`config.mk`:
```
export PLATFORM = sky130hd
export DESIGN_NAME = nfp_queue
export DESIGN_NICKNAME = d
export VERILOG_FILES = /design/src/hdl/nfp_pkg.sv /design/src/hdl/nfp_queue.sv
export SDC_FILE = /design/constraint.sdc
export NUM_CORES = 1
export LEC_CHECK = 0
export ABC_AREA = 1
export BUFFER_PORTS_ARGS = -buffer_cell sky130_fd_sc_hd__clkbuf_2
export CELL_PAD_IN_SITES_DETAIL_PLACEMENT = 0
export CELL_PAD_IN_SITES_GLOBAL_PLACEMENT = 1
export CORE_UTILIZATION = 35
export DETAILED_ROUTE_END_ITERATION = 6
export GPL_TIMING_DRIVEN = 1
export PLACE_DENSITY = 0.7
export REMOVE_ABC_BUFFERS = 1
export SLEW_MARGIN = 20
export SYNTH_ARGS = -nofsm -noshare
export SYNTH_HDL_FRONTEND = slang
export SYNTH_SLANG_ARGS = --single-unit
```
`constraint.sdc`:
```
create_clock -name clk -period 15.1 [get_ports clk]
set_clock_uncertainty 0.1 [all_clocks]
set_input_delay 0.755 -clock clk [delete_from_list [all_inputs] [get_ports clk]]
set_output_delay 0.755 -clock clk [all_outputs]
set_load 0.03 [all_outputs]
```
`src/hdl/nfp_pkg.sv`:
```
// ----------------------------------------------------------------------------
// nfp_pkg
// Shared types, constants and arithmetic helpers for the Newton fractal core.
// ----------------------------------------------------------------------------
package nfp_pkg;

  localparam int FRAC_BITS  = 28;
  localparam int ITER_LIMIT = 512;
  localparam int ITER_W     = $clog2(ITER_LIMIT + 1);
  localparam int COLOR_BASE = 512;
  localparam int CAP_W      = 10;
  localparam int MIN_W      = (ITER_W > CAP_W) ? ITER_W : CAP_W;

  typedef logic signed [63:0] fx_t;

  localparam fx_t SAT_MAX = 64'sh7FFF_FFFF_FFFF_FFFF;
  localparam fx_t SAT_MIN = -SAT_MAX;
  localparam fx_t FX_TWO  = fx_t'(64'sd2 <<< FRAC_BITS);
  localparam fx_t FX_ZERO = '0;

  typedef struct packed {
    logic [30:0]      col_step;
    logic [30:0]      row_step;
    logic [28:0]      tolerance;
    logic [CAP_W-1:0] color_cap;
  } cfg_t;

  typedef struct packed {
    fx_t x;
    fx_t y;
  } point_t;

  typedef enum logic [2:0] {
    OP_ADD,
    OP_SUB,
    OP_MUL,
    OP_DIV,
    OP_SQA,
    OP_SQB
  } op_t;

  typedef enum logic [3:0] {
    R_X, R_Y, R_X2, R_Y2, R_T0, R_T1, R_FR, R_FI, R_DR, R_DI, R_DEN, R_TWO, R_ZERO
  } opd_t;

  typedef struct packed {
    op_t  op;
    opd_t a;
    opd_t b;
    opd_t dst;
  } uop_t;

  localparam int UOP_COUNT = 40;
  localparam int PC_W      = $clog2(UOP_COUNT);

  typedef enum logic [1:0] {
    CFG_COL_STEP  = 2'd0,
    CFG_ROW_STEP  = 2'd1,
    CFG_TOLERANCE = 2'd2,
    CFG_COLOR_CAP = 2'd3
  } cfg_idx_t;

  function automatic logic [62:0] mag(fx_t a);
    fx_t n;
    n = -a;
    return a[63] ? n[62:0] : a[62:0];
  endfunction

  function automatic fx_t sat_add(fx_t a, fx_t b);
    logic signed [64:0] s;
    s = 65'(a) + 65'(b);
    if (s > 65'(SAT_MAX)) return SAT_MAX;
    else if (s < 65'(SAT_MIN)) return SAT_MIN;
    else return fx_t'(s[63:0]);
  endfunction

  function automatic fx_t sat_sub(fx_t a, fx_t b);
    return sat_add(a, -b);
  endfunction

  // one Newton iteration: f, f', numerators, two divisions, step test
  function automatic uop_t uop_at(logic [PC_W-1:0] pc);
    uop_t u;
    u = '{OP_ADD, R_ZERO, R_ZERO, R_T0};
    unique case (pc)
      6'd0:  u = '{OP_MUL, R_X,   R_X,    R_T0};
      6'd1:  u = '{OP_MUL, R_Y,   R_Y,    R_T1};
      6'd2:  u = '{OP_SUB, R_T0,  R_T1,   R_X2};
      6'd3:  u = '{OP_MUL, R_X,   R_Y,    R_T0};
      6'd4:  u = '{OP_ADD, R_T0,  R_T0,   R_Y2};
      6'd5:  u = '{OP_MUL, R_X2,  R_X,    R_T0};
      6'd6:  u = '{OP_MUL, R_Y2,  R_Y,    R_T1};
      6'd7:  u = '{OP_SUB, R_T0,  R_T1,   R_T0};
      6'd8:  u = '{OP_ADD, R_X,   R_X,    R_T1};
      6'd9:  u = '{OP_SUB, R_T0,  R_T1,   R_T0};
      6'd10: u = '{OP_ADD, R_T0,  R_TWO,  R_FR};
      6'd11: u = '{OP_MUL, R_X2,  R_Y,    R_T0};
      6'd12: u = '{OP_MUL, R_Y2,  R_X,    R_T1};
      6'd13: u = '{OP_ADD, R_T0,  R_T1,   R_T0};
      6'd14: u = '{OP_ADD, R_Y,   R_Y,    R_T1};
      6'd15: u = '{OP_SUB, R_T0,  R_T1,   R_FI};
      6'd16: u = '{OP_ADD, R_X2,  R_X2,   R_T0};
      6'd17: u = '{OP_ADD, R_T0,  R_X2,   R_T0};
      6'd18: u = '{OP_SUB, R_T0,  R_TWO,  R_DR};
      6'd19: u = '{OP_ADD, R_Y2,  R_Y2,   R_T0};
      6'd20: u = '{OP_ADD, R_T0,  R_Y2,   R_DI};
      6'd21: u = '{OP_MUL, R_DR,  R_DR,   R_T0};
      6'd22: u = '{OP_MUL, R_DI,  R_DI,   R_T1};
      6'd23: u = '{OP_ADD, R_T0,  R_T1,   R_DEN};
      6'd24: u = '{OP_MUL, R_FR,  R_DR,   R_T0};
      6'd25: u = '{OP_MUL, R_FI,  R_DI,   R_T1};
      6'd26: u = '{OP_ADD, R_T0,  R_T1,   R_X2};
      6'd27: u = '{OP_MUL, R_FI,  R_DR,   R_T0};
      6'd28: u = '{OP_MUL, R_FR,  R_DI,   R_T1};
      6'd29: u = '{OP_SUB, R_T0,  R_T1,   R_Y2};
      6'd30: u = '{OP_DIV, R_X2,  R_DEN,  R_T0};
      6'd31: u = '{OP_SUB, R_X,   R_T0,   R_T1};
      6'd32: u = '{OP_SUB, R_X,   R_T1,   R_FR};
      6'd33: u = '{OP_ADD, R_T1,  R_ZERO, R_X};
      6'd34: u = '{OP_DIV, R_Y2,  R_DEN,  R_T0};
      6'd35: u = '{OP_SUB, R_Y,   R_T0,   R_T1};
      6'd36: u = '{OP_SUB, R_Y,   R_T1,   R_FI};
      6'd37: u = '{OP_ADD, R_T1,  R_ZERO, R_Y};
      6'd38: u = '{OP_SQA, R_FR,  R_FR,   R_T0};
      6'd39: u = '{OP_SQB, R_FI,  R_FI,   R_T0};
      default: u = '{OP_ADD, R_ZERO, R_ZERO, R_T0};
    endcase
    return u;
  endfunction

endpackage

```
`src/hdl/nfp_queue.sv`:
```
// ----------------------------------------------------------------------------
// nfp_queue
// Two-entry queue of start points between the front and the iteration engine.
// ----------------------------------------------------------------------------
module nfp_queue import nfp_pkg::*; (
  input  logic   clk,
  input  logic   rst,
  input  logic   push,
  input  point_t push_data,
  output logic   full,
  input  logic   pop,
  output logic   valid,
  output point_t head
);

  point_t     entry [2];
  logic       wr_ptr;
  logic       rd_ptr;
  logic [1:0] count;

  assign full  = (count == 2'd2);
  assign valid = (count != 2'd0);
  assign head  = entry[rd_ptr];

  always_ff @(posedge clk) begin
    if (push) begin
      entry[wr_ptr] <= push_data;
    end
  end

  always_ff @(posedge clk) begin
    if (rst) begin
      wr_ptr <= 1'b0;
      rd_ptr <= 1'b0;
      count  <= 2'd0;
    end else begin
      if (push) wr_ptr <= !wr_ptr;
      if (pop) rd_ptr <= !rd_ptr;
      count <= count + 2'(push) - 2'(pop);
    end
  end

endmodule

```
# Word level (Yosys, flattened, before mapping)
# Memory sizes are Yosys's and may differ from the RTL's. A register that Yosys moved wholly into a read port is not among the register bits.
# Cells that the tools add are included.
op_classes:
  muxes: 4
  n_eq_ne: 1
  n_addsub: 2
  reduce_logical: 3
op_table:
  columns: ["cell", "count"]
  rows:
  - ["two-way mux 1 bit", 4]
  - ["adder 2 x 1 -> 2 bit", 1]
  - ["equality test 2 bit (second input constant)", 1]
  - ["logical NOT 1 bit", 2]
  - ["nonzero test 2 bit", 1]
  - ["subtractor 2 x 1 -> 2 bit", 1]
word_totals:
  ramBits: 256
  mem_count: 1
  word_cells: 14
  in_bits: 132
  out_inout_bits: 130
  reg_bits: 4
mem_list:
  columns: ["memory", "words", "width", "read_ports", "rd_clocked_by_memory_dff", "write_ports", "line_no", "source"]
  rows:
  - ["entry", 2, 128, 1, 1, 1, "nfp_queue.sv:16", "point_t entry [2];"]

# Longest topological paths before layout
logic_depth:
  word_depth: 3
  mapped_depth: 7

# Least setup slack after synthesis
# No wires, ideal clock.
synth_timing:
  kind: "input port to flip-flop"
  from: "in push"
  to: "mem entry[0][0] in the netlist's numbering (enable)"
  slack_ps: 8231
  t_arrival_ps: 6149
  setup_ps: 620
  cell_stages: 2
  n_path_buf: 0
  path_cell_list: "inv_1 > nor2_1"
synth_between:
  elab_chain_len: 2
synth_rtl:
  columns: ["element", "line_no", "source"]
  rows:
  - ["start: declaration", "nfp_queue.sv:8", "input logic push,"]
  - ["two-way mux 1 bit", "nfp_queue.sv:26", "if (push) begin"]
  - ["two-way mux 1 bit (implied by the code)", "nfp_queue.sv:27", "entry[wr_ptr] <= push_data;"]
  - ["end: declaration", "nfp_queue.sv:16", null]
# No other way between the ends.

==> out/metrics.yaml <==
run_status:
  outcome: "completed"
sta:
  worst_pin_slew_ns: 1.06
  fin_crit_sh_pct: 25.8
  tns_ns: 0
  setup_violations: 0
  hold_viol_final: 0
  max_freq_mhz: 256
  slew_headroom_pct: 29.4
  finalMaxSlewViolations: 0
  min_period_ns: 3.90
  setup_slack_ns: 11.20
  rsz0062_at_grt: "false"
global_routing:
  use_met3_pct: 4.35
  grt_max_degree: 75
  grt_usage_pct: 12.6
  grt_pass1_vias: 4987
  grt_pass1_wl_mm: 27.1
  grt_use_met2_pct: 21.7
  overflow: 0
  antenna_found_initial: 0
  use_met1_pct: 14.9
  grt_busiest_layer: "met2"
clock_network:
  clk_latency_ns: 0.52
  cts_made_buffers: 28
  cts_tree: "built"
  clkSinkCount: 261
  clkSlewWorstSetupHoldPaths_ns: 0.06
  htree_levels: 1
  clockBufferDepth: 3
  ctsResizeCount: 0
  ctsRootBufferMaster: "clkbuf_16"
  ctsHoldBuffers: 0
  cts_setup_buffers: 0
logic_synthesis:
  yosys.area_share.simple_pct: 0.578
  ys_seq_area_share_pct: 81.7
  ys_seq_elements: 261
  ys_warn_count: 0
  synth_top_family_by_area: "multiplexers"
  synth_compound_area_share_pct: 0.0525
  synthMuxAreaShare_pct: 15.1
  synth_cell_types: 13
  syn-cell-area_um2: 9530
  synth-adder-area-share_pct: 0.263
  synth_cells: 429
  synth_xor_area_share_pct: 0.0919
  avgSynthCellArea_um2: 22.2
setup_path:
  r2r_end: "entry[1][111]"
  cp_max_fo: 74
  cpPeakStageDelay_ns: 0.85
  worstRegToRegCells: 3
  crit_path_end_kind: "output port"
  start_kind: "flip-flop"
  cp_cell_sequence: "buf_4 -> mux2_2 -> clkbuf_2"
  setup.worst_path.end: "head[2]"
  crit_slowest_cell: "buf_4"
  cp.arrival_ns: 3.05
  worstPathRequired_ns: 14.24
  worstSetupPathType: "flip-flop to output port"
  crit-reg2reg-launch: "wr_ptr"
  regToRegSetupSlack_ns: 12.72
routing:
  post_drt_wl_per_cell_um: 16.9
  dr_total_vias: 4829
  drcViolationCount: 0
  first_pass_iters: 4
  wirelength_mm: 18.1
  postRouteAntennaNets: 0
  drtIter0Drc: 158
  via_per_inst: 4.50
final_layout:
  regArea_um2: 7790
  multi_input_area_um2: 1540
  drive_above_1_share_pct: 59.8
  n_fill_cell: 2386
  syn2layout_area_growth_pct: 26.1
  finalNonFillerCells: 1072
  final_common_cell: "clkbuf_2"
  nNetsFinal: 844
  final_cell_mix: "clkbuf_2, edfxtp_1, mux2_2"
  diodes: 0
run:
  maxCapViolCount: 0
floorplan:
  die_area_um2: 27900
  io_pins: 262
  fp.dieH_um: 167
  num_rows: 60
  floorplan.initialDensity_pct: 35.6
  core-area_um2: 26800
  die_x_um: 167
pwr:
  ir_worst_vdd_uv: 72.0
  leakage_nw: 4.55
  power_density_nw_per_um2: 143
hold_path:
  hold_path_class: "input port to flip-flop"
  hold_path_depth: 1
place:
  gp_congestion: 0.710
  dpl.cell_count: 1021
  portBuffers: 261
  place_hpwl_mm: 11.6
  post-place-ws_ns: 11.70
-- Yosys cell counts --
library cell / number / area (um^2)
nand2_1: 5 / 18.8
nand3_1: 1 / 5.00
mux2_2: 128 / 1440
nor3_1: 1 / 5.00
edfxtp_1: 256 / 7690
inv_1: 8 / 30.0
a21oi_1: 1 / 5.00
nor2_1: 7 / 26.3
xnor2_1: 1 / 8.76
ha_1: 2 / 25.0
buf_6: 6 / 67.6
dfxtp_1: 5 / 100
clkbuf_8: 8 / 110
-- report_power, final --
group	internal [W]	switching (W)	total (W)
Combinational	0.0000739	0.000138	0.000212
Clock	0.000390	0.000260	0.000650
Sequential	0.000840	0.0000139	0.000854
-- worst max-delay path, delay by kind of cell, from the launching register on --
family,cells,cell delay [ns]
buf+inv,2,1.04
flops,1,0.83
mux,1,0.44
-- layer usage --
layer	vias to the layer above	part of all wire (%)	wire length, um
met4	0	1.9	337
met1	2376	40	7300
met5	-	0	0
met3	29	8.1	1470
li1	2255	-	-
met2	169	50	8980
-- logic make-up after synthesis --
| logic type | count (synthesis) |
|---|---|
| buffers and inverters | 22 |
| muxes | 128 |
| adders and majority gates | 2 |
| AOI/OAI and AO/OA | 1 |
| xor gates and xnor gates | 1 |
| and+or+nand+nor | 14 |
| DFF | 261 |
-- cell type report --
| type | instances | area share [%] |
|---|---|---|
| clock buffer | 39 | 6.43 |
| tap | 341 | 3.55 |
| inverter | 8 | 0.291 |
| timing repair buffer | 265 | 11.1 |
| clock inverter | 12 | 0.947 |
| multi-input combinational | 146 | 12.8 |
| sequential | 261 | 64.8 |
-- worst min path at each step --
stage,from,end,slack (ns)
2_1_floorplan,rd_ptr,flip-flop,0.38
3_3_place_gp,rd_ptr,rd_ptr,0.40
3_5_place_dp,rd_ptr,rd_ptr,0.41
4_1_cts,push_data[0],entry[1][0],0.28
5_1_grt,push_data[119],entry[0][119],0.28
6_report,push_data[98],entry[1][98],0.31
-- stage by stage --
stage	hold WS, ns	instance area [um^2]	total power [W]	util, %
final	0.314	12000	0.00172	44.8
after floorplan	0.380	9350	0.00102	-
after detailed placement	0.407	11100	0.00109	41.5
after CTS	0.277	12000	0.00174	44.8
after global placement	0.395	11100	0.00108	41.5
after global routing	0.281	12000	0.00178	44.8
-- sequential cells by signal (all words and copies together) (netlist names), named ones only --
name / flops
entry: 256
rd_ptr: 1
count: 2
wr_ptr: 1
Power figures use the tool's default switching activity.
