`src/hdl/nfp_pkg.sv`:
```
// ----------------------------------------------------------------------------
// nfp_pkg
// Shared types, constants and arithmetic helpers for the Newton fractal core.
// ----------------------------------------------------------------------------
package nfp_pkg;

  localparam int FRAC_BITS  = 28;
  localparam int ITER_LIMIT = 512;
  localparam int ITER_W     = $clog2(ITER_LIMIT + 1);
  localparam int COLOR_BASE = 512;
  localparam int CAP_W      = 10;
  localparam int MIN_W      = (ITER_W > CAP_W) ? ITER_W : CAP_W;

  typedef logic signed [63:0] fx_t;

  localparam fx_t SAT_MAX = 64'sh7FFF_FFFF_FFFF_FFFF;
  localparam fx_t SAT_MIN = -SAT_MAX;
  localparam fx_t FX_TWO  = fx_t'(64'sd2 <<< FRAC_BITS);
  localparam fx_t FX_ZERO = '0;

  typedef struct packed {
    logic [30:0]      col_step;
    logic [30:0]      row_step;
    logic [28:0]      tolerance;
    logic [CAP_W-1:0] color_cap;
  } cfg_t;

  typedef struct packed {
    fx_t x;
    fx_t y;
  } point_t;

  typedef enum logic [2:0] {
    OP_ADD,
    OP_SUB,
    OP_MUL,
    OP_DIV,
    OP_SQA,
    OP_SQB
  } op_t;

  typedef enum logic [3:0] {
    R_X, R_Y, R_X2, R_Y2, R_T0, R_T1, R_FR, R_FI, R_DR, R_DI, R_DEN, R_TWO, R_ZERO
  } opd_t;

  typedef struct packed {
    op_t  op;
    opd_t a;
    opd_t b;
    opd_t dst;
  } uop_t;

  localparam int UOP_COUNT = 40;
  localparam int PC_W      = $clog2(UOP_COUNT);

  typedef enum logic [1:0] {
    CFG_COL_STEP  = 2'd0,
    CFG_ROW_STEP  = 2'd1,
    CFG_TOLERANCE = 2'd2,
    CFG_COLOR_CAP = 2'd3
  } cfg_idx_t;

  function automatic logic [62:0] mag(fx_t a);
    fx_t n;
    n = -a;
    return a[63] ? n[62:0] : a[62:0];
  endfunction

  function automatic fx_t sat_add(fx_t a, fx_t b);
    logic signed [64:0] s;
    s = 65'(a) + 65'(b);
    if (s > 65'(SAT_MAX)) return SAT_MAX;
    else if (s < 65'(SAT_MIN)) return SAT_MIN;
    else return fx_t'(s[63:0]);
  endfunction

  function automatic fx_t sat_sub(fx_t a, fx_t b);
    return sat_add(a, -b);
  endfunction

  // one Newton iteration: f, f', numerators, two divisions, step test
  function automatic uop_t uop_at(logic [PC_W-1:0] pc);
    uop_t u;
    u = '{OP_ADD, R_ZERO, R_ZERO, R_T0};
    unique case (pc)
      6'd0:  u = '{OP_MUL, R_X,   R_X,    R_T0};
      6'd1:  u = '{OP_MUL, R_Y,   R_Y,    R_T1};
      6'd2:  u = '{OP_SUB, R_T0,  R_T1,   R_X2};
      6'd3:  u = '{OP_MUL, R_X,   R_Y,    R_T0};
      6'd4:  u = '{OP_ADD, R_T0,  R_T0,   R_Y2};
      6'd5:  u = '{OP_MUL, R_X2,  R_X,    R_T0};
      6'd6:  u = '{OP_MUL, R_Y2,  R_Y,    R_T1};
      6'd7:  u = '{OP_SUB, R_T0,  R_T1,   R_T0};
      6'd8:  u = '{OP_ADD, R_X,   R_X,    R_T1};
      6'd9:  u = '{OP_SUB, R_T0,  R_T1,   R_T0};
      6'd10: u = '{OP_ADD, R_T0,  R_TWO,  R_FR};
      6'd11: u = '{OP_MUL, R_X2,  R_Y,    R_T0};
      6'd12: u = '{OP_MUL, R_Y2,  R_X,    R_T1};
      6'd13: u = '{OP_ADD, R_T0,  R_T1,   R_T0};
      6'd14: u = '{OP_ADD, R_Y,   R_Y,    R_T1};
      6'd15: u = '{OP_SUB, R_T0,  R_T1,   R_FI};
      6'd16: u = '{OP_ADD, R_X2,  R_X2,   R_T0};
      6'd17: u = '{OP_ADD, R_T0,  R_X2,   R_T0};
      6'd18: u = '{OP_SUB, R_T0,  R_TWO,  R_DR};
      6'd19: u = '{OP_ADD, R_Y2,  R_Y2,   R_T0};
      6'd20: u = '{OP_ADD, R_T0,  R_Y2,   R_DI};
      6'd21: u = '{OP_MUL, R_DR,  R_DR,   R_T0};
      6'd22: u = '{OP_MUL, R_DI,  R_DI,   R_T1};
      6'd23: u = '{OP_ADD, R_T0,  R_T1,   R_DEN};
      6'd24: u = '{OP_MUL, R_FR,  R_DR,   R_T0};
      6'd25: u = '{OP_MUL, R_FI,  R_DI,   R_T1};
      6'd26: u = '{OP_ADD, R_T0,  R_T1,   R_X2};
      6'd27: u = '{OP_MUL, R_FI,  R_DR,   R_T0};
      6'd28: u = '{OP_MUL, R_FR,  R_DI,   R_T1};
      6'd29: u = '{OP_SUB, R_T0,  R_T1,   R_Y2};
      6'd30: u = '{OP_DIV, R_X2,  R_DEN,  R_T0};
      6'd31: u = '{OP_SUB, R_X,   R_T0,   R_T1};
      6'd32: u = '{OP_SUB, R_X,   R_T1,   R_FR};
      6'd33: u = '{OP_ADD, R_T1,  R_ZERO, R_X};
      6'd34: u = '{OP_DIV, R_Y2,  R_DEN,  R_T0};
      6'd35: u = '{OP_SUB, R_Y,   R_T0,   R_T1};
      6'd36: u = '{OP_SUB, R_Y,   R_T1,   R_FI};
      6'd37: u = '{OP_ADD, R_T1,  R_ZERO, R_Y};
      6'd38: u = '{OP_SQA, R_FR,  R_FR,   R_T0};
      6'd39: u = '{OP_SQB, R_FI,  R_FI,   R_T0};
      default: u = '{OP_ADD, R_ZERO, R_ZERO, R_T0};
    endcase
    return u;
  endfunction

endpackage

```
`src/hdl/nfp_if.sv`:
```
// ----------------------------------------------------------------------------
// nfp_if
// Valid/ready channels for pixel coordinates and pixel colors.
// ----------------------------------------------------------------------------
interface nfp_pixel_if;
  logic        valid;
  logic        ready;
  logic [11:0] pixel_row;
  logic [11:0] pixel_col;
  modport source(output valid, pixel_row, pixel_col, input ready);
  modport sink(input valid, pixel_row, pixel_col, output ready);
endinterface


```
`src/hdl/nfp_front.sv`:
```
// ----------------------------------------------------------------------------
// nfp_front
// Accepts pixel transactions and maps row/column to the Newton start point.
// ----------------------------------------------------------------------------
module nfp_front import nfp_pkg::*; (
  nfp_pixel_if.sink pixel,
  input  cfg_t      cfg,
  input  logic      full,
  output logic      push,
  output point_t    push_data
);

  logic [42:0] col_off;
  logic [42:0] row_off;

  assign col_off = 43'(pixel.pixel_col) * 43'(cfg.col_step);
  assign row_off = 43'(pixel.pixel_row) * 43'(cfg.row_step);

  assign pixel.ready  = !full;
  assign push         = pixel.valid && !full;
  assign push_data.x  = fx_t'(col_off) - FX_TWO;
  assign push_data.y  = FX_TWO - fx_t'(row_off);

endmodule

```
`src/flat_wrapper.sv`:
```
// flat-port wrapper written by rule: the top's interface ports become plain ports
module nfp_front_flat import nfp_pkg::*;
  (cfg, full, push, push_data, pixel_valid, pixel_pixel_row, pixel_pixel_col, pixel_ready);
  nfp_pixel_if pixel_i ();
  input  cfg_t cfg;
  input  logic full;
  output logic push;
  output point_t push_data;
  input wire logic [$bits(pixel_i.valid)-1:0] pixel_valid;
  input wire logic [$bits(pixel_i.pixel_row)-1:0] pixel_pixel_row;
  input wire logic [$bits(pixel_i.pixel_col)-1:0] pixel_pixel_col;
  output wire logic [$bits(pixel_i.ready)-1:0] pixel_ready;
  assign pixel_i.valid = pixel_valid;
  assign pixel_i.pixel_row = pixel_pixel_row;
  assign pixel_i.pixel_col = pixel_pixel_col;
  assign pixel_ready = pixel_i.ready;
  nfp_front u_core (.pixel(pixel_i), .cfg(cfg), .full(full), .push(push), .push_data(push_data));
endmodule
```
`config.mk`:
```
export PLATFORM = sky130hd
export DESIGN_NAME = nfp_front_flat
export DESIGN_NICKNAME = d
export VERILOG_FILES = /design/src/hdl/nfp_pkg.sv /design/src/hdl/nfp_if.sv /design/src/hdl/nfp_front.sv /design/src/flat_wrapper.sv
export SDC_FILE = /design/constraint.sdc
export NUM_CORES = 2
export LEC_CHECK = 0
export ABC_AREA = 1
export BUFFER_PORTS_ARGS = -buffer_cell sky130_fd_sc_hd__buf_2
export CORE_ASPECT_RATIO = 0.7
export CORE_MARGIN = 2
export CORE_UTILIZATION = 29
export DETAILED_ROUTE_END_ITERATION = 6
export GPL_ROUTABILITY_DRIVEN = 0
export PLACE_DENSITY = 0.42
export SLEW_MARGIN = 5
export SYNTH_ARGS = -nofsm -noshare
export SYNTH_HDL_FRONTEND = slang
export SYNTH_SLANG_ARGS = --single-unit
```
`constraint.sdc`:
```
create_clock -name vclk -period 11.81
set_clock_uncertainty 0.15 [all_clocks]
set_input_delay 2.362 -clock vclk [all_inputs]
set_output_delay 2.362 -clock vclk [all_outputs]
set_load 0.1 [all_outputs]
```
After elaboration in Yosys (flattened, before gate mapping)
Cells that the tools add are included.
Word-level totals
  register bits after elaboration: 0
  bits of input ports: 127
  word-level logic and storage cells: 6
Cells by class
  $add $sub $neg: 2
  multiply operators: 2
  reduce and logical (&&, ||, !) cells: 2
Operators with widths (count)
  $mul A12 B31 Y43: 2
  $sub A30 B43 Y44 const A: 1
  $sub A43 B30 Y44 const B: 1
  $logic_and A1 B1 Y1: 1
  $logic_not A1 Y1: 1

Longest topological paths before layout
  depth in word-level cells: 2
  depth in mapped cells: 27
  gate-level depth less buffers: 25

Worst setup path after synthesis
Ideal clock, no wire load.
  path kind: input to output
  from: input port pixel_pixel_col[4]
  to: output port push_data[108] (netlist bit)
  arrival: 7.809 ns
  required time: 9.298 ns
  path slack: 1.489 ns
  stages: 22
  path buffers: 2
  cells stage by stage: clkbuf_1 -> nand2_1 -> fa_1 -> inv_1 -> fa_1 -> inv_1 -> fa_1 -> inv_1 -> fa_1 -> inv_1 -> fa_1 -> inv_1 -> ha_1 -> nand2_1 -> nor2_1 -> inv_1 -> nor3_1 -> nand2_1 -> nand2_1 -> nand2_1 -> nand2_1 -> buf_4
RTL lines
  from (decl): line flat_wrapper.sv:11  | input wire logic [$bits(pixel_i.pixel_col)-1:0] pixel_pixel_col;
  to (decl): line flat_wrapper.sv:8  | output point_t push_data;

==> impl_metrics.json <==
{
  "timing.critical_path.from_type": "primary input",
  "placementRows": 93,
  "num-clock-buffers": 0,
  "whs_path_depth": 3,
  "worst_path_max_delay_cell": "buf_2",
  "grt_setup_unrepaired": "false",
  "global_route.usage.total": 0.1806,
  "seq_cells": 0,
  "dominant_cell_type_by_count_on_the_critical_path": "nand2_1",
  "fin_crit_ns": 10.88,
  "setup_tns_ns": 0,
  "hold_violations": 0,
  "postSynthNetCount": 4840,
  "critical_path_type": "primary input to primary output",
  "buffers_plus_inverters_on_the_worst_setup_path": 7,
  "drt-pass1-iter-count": 5,
  "worst_slew_pin_slew_ns": 0.9366,
  "path_max_fanout": 31,
  "postCtsSetupBuffers": 0,
  "seq_area_um2": 0,
  "cp_top_family": "adder cells",
  "path_cells": "buf_2 > nand2_1 > fa_1 > inv_1 > fa_1 > inv_1 > fa_1 > fa_1 > inv_1 > fa_1 > inv_1 > ha_1 > nand2_1 > inv_1 > nand2_1 > nor2_1 > nand2_1 > nor2_1 > nand2_1 > nand3_1 > nand2_1 > nand2_1 > buf_2",
  "postPlaceCellArea_um2": 28880,
  "via_per_inst": 4.213,
  "synthesis.area_um2": 26950,
  "detail_route.wl_per_cell_um": 16.26,
  "fmaxAchievable_ghz": 0.09191,
  "slew_viol_final": 0,
  "io_buffers": 218,
  "hpwl_mm": 72.95,
  "routed_wl_mm": 84.40,
  "synth.yosys.seq_area_share": 0,
  "hp-class": "primary input to primary output",
  "synth.distinct_cells": 29,
  "post_cts_sizing": 0,
  "finalInstanceArea_um2": 28880,
  "cpPeakStageDelay_ns": 0.69,
  "syn_inst": 3898,
  "drc_violation_total_after_the_first_tritonroute_iteration": 1253,
  "finish.net_count": 4898,
  "outcome": "finished, final reports clean",
  "final_period_utilization": 0.9213,
  "top_level_ports": 257,
  "overflow": 0,
  "worst-endpoint-required_ns": 9.30,
  "final_antenna_net_count": 0,
  "min_delay_worst_endpoint": "pixel_ready",
  "final_layout_size_suffix_gt1_frac": 0.06778,
  "synth.yosys.warnings": 0,
  "via_count": 21860,
  "grt_max_degree": 32,
  "postCtsHoldBufs": 0,
  "rel_slew_slack": 0.3756,
  "via_count_of_the_first_global_routing_pass": 22770,
  "min_from": "full",
  "count_of_final_setup_violators": 0,
  "critical_path.endpoint_type": "primary output",
  "areaGrowthSynthToFinish_pct": 7.144,
  "area_of_the_placeable_core_um2": 92040,
  "grt_first_pass_wirelength_mm": 134.8,
  "die_w_um": 368.4,
  "crit_arrival_ns": 8.37,
  "drv.max_cap_violation_count": 0,
  "layout_common_cells": "nand2_1 (1267), inv_1 (1260), fa_1 (583), ha_1 (232), buf_2 (218)",
  "drcViolationCount": 0,
  "grt_antenna_before_repair": 5,
  "floorplan.initialDensity": 0.2928,
  "final_common_cell": "nand2_1",
  "die-area_um2": 95440,
  "die-height_um": 259.1,
  "average_footprint_of_a_synthesized_cell_um2": 6.915
}
kinds of logic (layout without fill, tap and decap cells):
| kind of cell | count (synthesis) | in the layout | share of synthesized area |
|---|---|---|---|
| xor gates and xnor gates | 47 | 47 | 0.01527 |
| buffers and inverters | 1438 | 1494 | 0.2058 |
| adders and majority gates | 815 | 815 | 0.5407 |
| AOI/OAI and AO/OA | 102 | 102 | 0.01996 |
| and+or+nand+nor | 1496 | 1496 | 0.2182 |
| other | 0 | 1 | 0 |
Yosys cell counts:
| library cell | instances | area (um^2) |
|---|---|---|
| and2_1 | 1 | 6.260 |
| buf_4 | 40 | 300.3 |
| a21o_1 | 1 | 7.510 |
| nor2_2 | 7 | 43.79 |
| and2_4 | 2 | 17.52 |
| ha_1 | 232 | 2903 |
| nor4_1 | 2 | 12.51 |
| or2_1 | 1 | 6.260 |
| inv_1 | 1260 | 4730 |
| xnor2_1 | 12 | 105.1 |
| nand3_1 | 49 | 245.2 |
| nand2_1 | 1267 | 4756 |
| o21ai_1 | 1 | 5.000 |
| nand2_2 | 11 | 68.82 |
| o21bai_1 | 6 | 45.04 |
| nor3_1 | 19 | 95.09 |
| inv_2 | 4 | 15.01 |
| nand3b_1 | 3 | 22.52 |
| nand4_1 | 3 | 18.77 |
| clkbuf_1 | 134 | 503.0 |
| nor2_4 | 4 | 45.04 |
| nand3_2 | 10 | 100.1 |
| xor2_1 | 35 | 306.5 |
| a21oi_1 | 61 | 305.3 |
| nor2_1 | 115 | 431.7 |
| nand2b_1 | 2 | 12.51 |
| o21ai_0 | 25 | 125.1 |
| fa_1 | 583 | 11670 |
| a31oi_1 | 8 | 50.05 |
cell type report:
cell class,instances,area (um^2)
Antenna cell,1,2.502
Fill cell,10240,63160
Inverter,1264,4745
Multi-Input combinational cell,2460,21410
Tap cell,1235,1545
Timing Repair Buffer,230,1181
routing by layer:
layer / vias up / GRT usage / share of wire / wire, um
met1: 10570 / 0.3007 / 0.55 / 46770
li1: 10830 / - / - / -
met3: 23 / 0.01757 / 0.052 / 4355
met5: - / 0 / 0.000083 / 7
met2: 441 / 0.2576 / 0.39 / 32820
met4: 2 / 0.008617 / 0.0054 / 456
stage by stage:
step,hold slack (ns),setup slack (ns),instances,util
2_1_floorplan,4.909,1.489,3898,-
3_3_place_gp,4.965,0.9760,5189,0.3137
3_5_place_dp,4.968,0.9858,5189,0.3137
4_1_cts,4.969,0.9609,5189,0.3137
5_1_grt,4.983,0.5975,5189,0.3137
6_report,4.969,0.9293,5190,0.3138
how the worst max path moves through the flow:
stage	from	to	slack, ns	depth (start not counted)
after global routing	pixel_pixel_row[3]	push_data[47]	0.60	23
after floorplan	pixel_pixel_col[4]	push_data[108]	1.49	22
after global placement	pixel_pixel_row[6]	push_data[43]	0.98	23
after CTS	pixel_pixel_row[6]	push_data[57]	0.96	21
after detailed placement	pixel_pixel_row[6]	push_data[57]	0.99	21
final	pixel_pixel_row[6]	push_data[57]	0.93	23
